$ cat config.mk
export PLATFORM = sky130hd
export DESIGN_NAME = pvaf_fifo
export DESIGN_NICKNAME = d
export VERILOG_FILES = /design/src/hdl/pvaf_pkg.sv /design/src/hdl/pvaf_fifo.sv
export SDC_FILE = /design/constraint.sdc
export NUM_CORES = 2
export LEC_CHECK = 0
export ABC_AREA = 0
export CORE_MARGIN = 2
export CORE_UTILIZATION = 45
export DETAILED_ROUTE_END_ITERATION = 12
export DONT_BUFFER_PORTS = 1
export GPL_ROUTABILITY_DRIVEN = 0
export PLACE_DENSITY = 0.62
export SLEW_MARGIN = 20
export SYNTH_ARGS = -nofsm -noshare
export SYNTH_HDL_FRONTEND = slang
export SYNTH_MEMORY_MAX_BITS = 65536
export SYNTH_SLANG_ARGS = --single-unit
export TNS_END_PERCENT = 20
$ cat constraint.sdc
create_clock -name i_clk -period 9.88 [get_ports i_clk]
set_input_delay 1.482 -clock i_clk [delete_from_list [all_inputs] [get_ports i_clk]]
set_output_delay 1.482 -clock i_clk [all_outputs]
set_load 0.03 [all_outputs]
$ cat src/hdl/pvaf_pkg.sv
// ----------------------------------------------------------------------------
// pvaf_pkg
// shared constants, types and the arctangent table of the bin converter
// ----------------------------------------------------------------------------
package pvaf_pkg;

    localparam int FFT_SIZE     = 1024;
    localparam int PHASE_BITS   = 16;
    localparam int NUM_BINS     = FFT_SIZE / 2 + 1;
    localparam int BIN_W        = 10;
    localparam int CORDIC_STEPS = 32;
    localparam int CW           = 36;
    localparam int Q_DEPTH      = 64;
    localparam int Q_AW         = $clog2(Q_DEPTH);
    localparam int OUT_LIMIT    = Q_DEPTH;
    localparam int OUT_W        = $clog2(OUT_LIMIT + 2);
    localparam int CLR_W        = $clog2(NUM_BINS);

    typedef enum logic [1:0] {
        CFG_HOP_RATE    = 2'd0,
        CFG_BIN_SPACING = 2'd1,
        CFG_MIN_MAG     = 2'd2,
        CFG_UNUSED      = 2'd3
    } t_cfg_idx;

    typedef struct packed {
        logic        we;
        t_cfg_idx    idx;
        logic [31:0] data;
    } t_cfg_wr;

    typedef struct packed {
        logic             vld;
        logic [BIN_W-1:0] bin;
        logic [31:0]      mag;
        logic [31:0]      z;
        logic             zero;
    } t_front_out;

    typedef struct packed {
        logic [BIN_W-1:0]   bin;
        logic [31:0]        mag;
        logic signed [31:0] freq;
    } t_result;

    function automatic logic [31:0] atan_turns(input int k);
        logic [31:0] a;
        case (k)
            0:  a = 32'h20000000;  1: a = 32'h12E4051E;  2: a = 32'h09FB385B;
            3:  a = 32'h051111D4;  4: a = 32'h028B0D43;  5: a = 32'h0145D7E1;
            6:  a = 32'h00A2F61E;  7: a = 32'h00517C55;  8: a = 32'h0028BE53;
            9:  a = 32'h00145F2F; 10: a = 32'h000A2F98; 11: a = 32'h000517CC;
            12: a = 32'h00028BE6; 13: a = 32'h000145F3; 14: a = 32'h0000A2F9;
            15: a = 32'h0000517D; 16: a = 32'h000028BE; 17: a = 32'h0000145F;
            18: a = 32'h00000A30; 19: a = 32'h00000518; 20: a = 32'h0000028C;
            21: a = 32'h00000146; 22: a = 32'h000000A3; 23: a = 32'h00000051;
            24: a = 32'h00000029; 25: a = 32'h00000014; 26: a = 32'h0000000A;
            27: a = 32'h00000005; 28: a = 32'h00000003; 29: a = 32'h00000001;
            30: a = 32'h00000001;
            default: a = 32'h00000000;
        endcase
        return a;
    endfunction

endpackage

$ cat src/hdl/pvaf_fifo.sv
// ----------------------------------------------------------------------------
// pvaf_fifo
// result queue with a registered head for show-ahead output
// ----------------------------------------------------------------------------
module pvaf_fifo (
    input  logic              i_clk,
    input  logic              i_rst_n,
    input  logic              i_wr,
    input  pvaf_pkg::t_result i_data,
    input  logic              i_pop,
    output logic              o_vld,
    output pvaf_pkg::t_result o_data
);
    import pvaf_pkg::*;

    t_result         mem [0:Q_DEPTH-1];
    logic [Q_AW-1:0] r_wr_ptr;
    logic [Q_AW-1:0] r_rd_ptr;
    logic [Q_AW:0]   r_cnt;
    logic            r_ov;
    t_result         r_out;
    logic            n_load;

    assign n_load = (r_cnt != '0) && (!r_ov || i_pop);

    always_ff @(posedge i_clk) begin
        if (i_wr) begin
            mem[r_wr_ptr] <= i_data;
        end
        if (n_load) begin
            r_out <= mem[r_rd_ptr];
        end
    end

    always_ff @(posedge i_clk) begin
        if (!i_rst_n) begin
            r_wr_ptr <= '0;
            r_rd_ptr <= '0;
            r_cnt    <= '0;
            r_ov     <= 1'b0;
        end else begin
            if (i_wr) begin
                r_wr_ptr <= r_wr_ptr + 1'b1;
            end
            if (n_load) begin
                r_rd_ptr <= r_rd_ptr + 1'b1;
            end
            r_cnt <= r_cnt + (Q_AW+1)'(i_wr) - (Q_AW+1)'(n_load);
            if (n_load) begin
                r_ov <= 1'b1;
            end else if (i_pop) begin
                r_ov <= 1'b0;
            end
        end
    end

    assign o_vld  = r_ov;
    assign o_data = r_out;

endmodule

==> run metrics <==
Die H 642 µm; vias after detailed routing 89800; Synth area leader edfxtp_1; CTS sink cnt 4830; H-tree Lvls 5; yosys synthesis warning count 0; Area contributors post-synth edfxtp_1 (79%), mux4_2 (12%), mux2i_1 (3.0%); CTS tree done; Post-Syn Area 0.183 mm²; Largest delay share family, worst path compound AO/OA/AOI/OAI gates; RSZ-0062 raised after global routing false; setup repair bufs after CTS 0; Max Cap Violations 0; crit path from r_rd_ptr[0]; final hold violation count 0; critical path capture point type flop; Crit path required time 10.57 ns; port bufs 0; adder-cell area share of the yosys netlist 0.0861%; Tightest Pin Transition 1.21 ns; Iter 0 DRT Violations 12800; Final setup viols 0; hold path cells 0; R2R Path End o_data[37]; Slew Limit Headroom 19.5%; Post-Route Utilization 50.5%; Hold Path Class in2reg; pwr dens 243 mW/mm²; Num CTS Buffers 468; fin nets 8544; number of remaining DRC errors 0; worst hold slack 0.547 ns; most common cell after layout, fill and taps aside edfxtp_1; peak per-stage delay on the critical path 0.90 ns; Synth Instances 8244; final antenna-violating net count 0; Max Root-Sink Buffers 4; distinct cell type count after synthesis 52; most frequent cells in the layout edfxtp_1 (4810), mux4_2 (942), mux2i_1 (549), clkbuf_16 (473), a22oi_1 (248); crit path max fanout 48; period utilization 50.7%; placed wire-length estimate 258 mm; main combinational cell family by area after synthesis multiplexers; Fmax 0.200 GHz; Worst Path Buf+Inv 2; combinational fraction of design power 18.1%; placed cell area 0.190 mm²; Final Max Tran Viols 0; top-area cell type share of the netlist area 78.9%; first-pass GRT wire length 700 mm; Tmin final 5.01 ns; IO Pins 153; critical-path cell list buf_4, nand2b_4, buf_4, o22ai_1, a2111oi_0, a21oi_1, a22o_1; sequential area share after synthesis 79.1%; Total GRT Usage 24.0%; Clk pwr share 34.6%; status complete, no violations; HP Start i_data[68]; Post-Route Skew 0.0861 ns; reg2reg start r_rd_ptr[0]; startpoint types flop; syn nets 8334; Initial Util 45.1%; Min-Delay Endpoint mem[6][68]; worst vdd ir 0.214 mV; layout overhead on the synthesized area 11.9%; row count 234; pin count of the biggest net entering global routing 111; Hold-fix buffers, CTS 0; number of synthesized flops with an enable pin 4810; WL/cell 35.2 µm; Worst Path Arrival 5.70 ns; die area 0.412 mm²; cell mode on critical path buf_4; reg-to-reg slack, setup 4.87 ns; sequential share of power 47.3%; routed wire length 502 mm; vias per cell 6.29; cells on worst reg2reg path 7; Sw Share 26.2%; fraction of registers with async set/reset 0%; worst skew pair latency 1.03 ns; Mapped Avg Cell Area 22.2 µm²; Pint 36.8 mW; share of cells above drive strength 1 21.7%; fin area 0.205 mm²; core area 0.406 mm²; final setup TNS 0 ns; Synth Area in Simple Gates 0.988%; fillers 31600; clock-pin slew on the worst setup and hold paths 0.07 ns; Die X 642 µm; number of synthesized register bits 4830; Compound-Gate Fraction of Synth Area 3.71%; mux cell area share after synthesis 14.7%; GR Overflow Total 0; net switching power 13.0 mW; root buf cell clkbuf_16; leak pwr 61.6 nW; vias in the first global route 89600; xor and xnor area share after synthesis 0.0478%; CTS resizes 0; Main synth FF type edfxtp_1; slowest CP cell buf_4; kind of critical path reg2reg; antenna violations before repair 17; First-pass DRT Iterations 8
per-stage QoR:
stage | cells | power (mW) | worst slack, ns
after global placement | 13400 | 33.1 | 4.47
after global routing | 14300 | 51.4 | 4.78
after floorplan | 8244 | 30.9 | 1.79
final | 14300 | 49.8 | 4.87
after detailed placement | 13400 | 33.1 | 4.86
after CTS | 14300 | 50.2 | 4.92
registers in the layout (all words and copies together) (netlist names):
signal and count:
r_rd_ptr 6, o_data 74, r_cnt 7, o_vld 1
r_wr_ptr 6, mem 4736
logic make-up (layout without fill, tap and decap cells):
kind of cell,count (synthesis),after routing
AOI/OAI and AO/OA,993,993
xor gates and xnor gates,10,10
adders and majority gates,12,12
buffers and inverters,493,1092
DFF,4830,4830
muxes,1510,1510
other,0,5
and+or+nand+nor,396,396
worst register-to-register path, stage by stage (launching register included):
cell and delay, ns:
dfxtp_4 0.69, buf_4 0.69, nand2b_4 0.68, buf_4 0.95
o22ai_1 0.22, a2111oi_0 0.90, a21oi_1 0.32, a22o_1 0.28
power groups by stage:
stage	registers [mW]	logic, mW	clock network, mW
floorplan	23.7	7.14	0
global placement	24.0	9.04	0
detailed placement	24.0	9.09	0
CTS	23.6	9.12	17.4
global route	23.6	9.59	18.2
finish	23.6	9.02	17.2
Yosys cell counts, types with 40 or more instances:
master / number
mux2i_1: 549
a211oi_1: 90
buf_2: 212
o221ai_1: 71
edfxtp_1: 4810
a22o_1: 63
mux4_2: 942
a22oi_1: 248
a21oi_1: 225
nand3_1: 55
o21ai_0: 40
buf_4: 44
nor2_1: 65
nand2_1: 182
o22ai_1: 113
clkbuf_1: 178
per-layer routing:
metal  GRT usage [%]  share of wire, %
met2            38.5                48
met4            7.93               3.6
met3            4.64               9.7
met1            33.2                39
met5               0            0.0026
worst max path at each step:
stage	endpoint	slack, ns	cells after the start
3_3_place_gp	o_data[65]	4.47	7
5_1_grt	o_data[22]	4.78	7
2_1_floorplan	mem[42][0]	1.79	3
4_1_cts	o_data[22]	4.92	7
6_report	o_data[37]	4.87	7
3_5_place_dp	o_data[22]	4.86	7
final cells by class:
cell class / count / area (µm²) / share of cell area, %
Clock inverter: 280 / 2460 / 1.20
Multi-Input combinational cell: 2921 / 36400 / 17.8
Antenna cell: 5 / 12.5 / 0.00611
Inverter: 12 / 45.0 / 0.0220
Sequential cell: 4830 / 145000 / 70.7
Timing Repair Buffer: 221 / 1990 / 0.974
Tap cell: 5428 / 6790 / 3.32
Clock buffer: 579 / 12200 / 5.97
No activity file was read; power rests on OpenSTA's default activity.
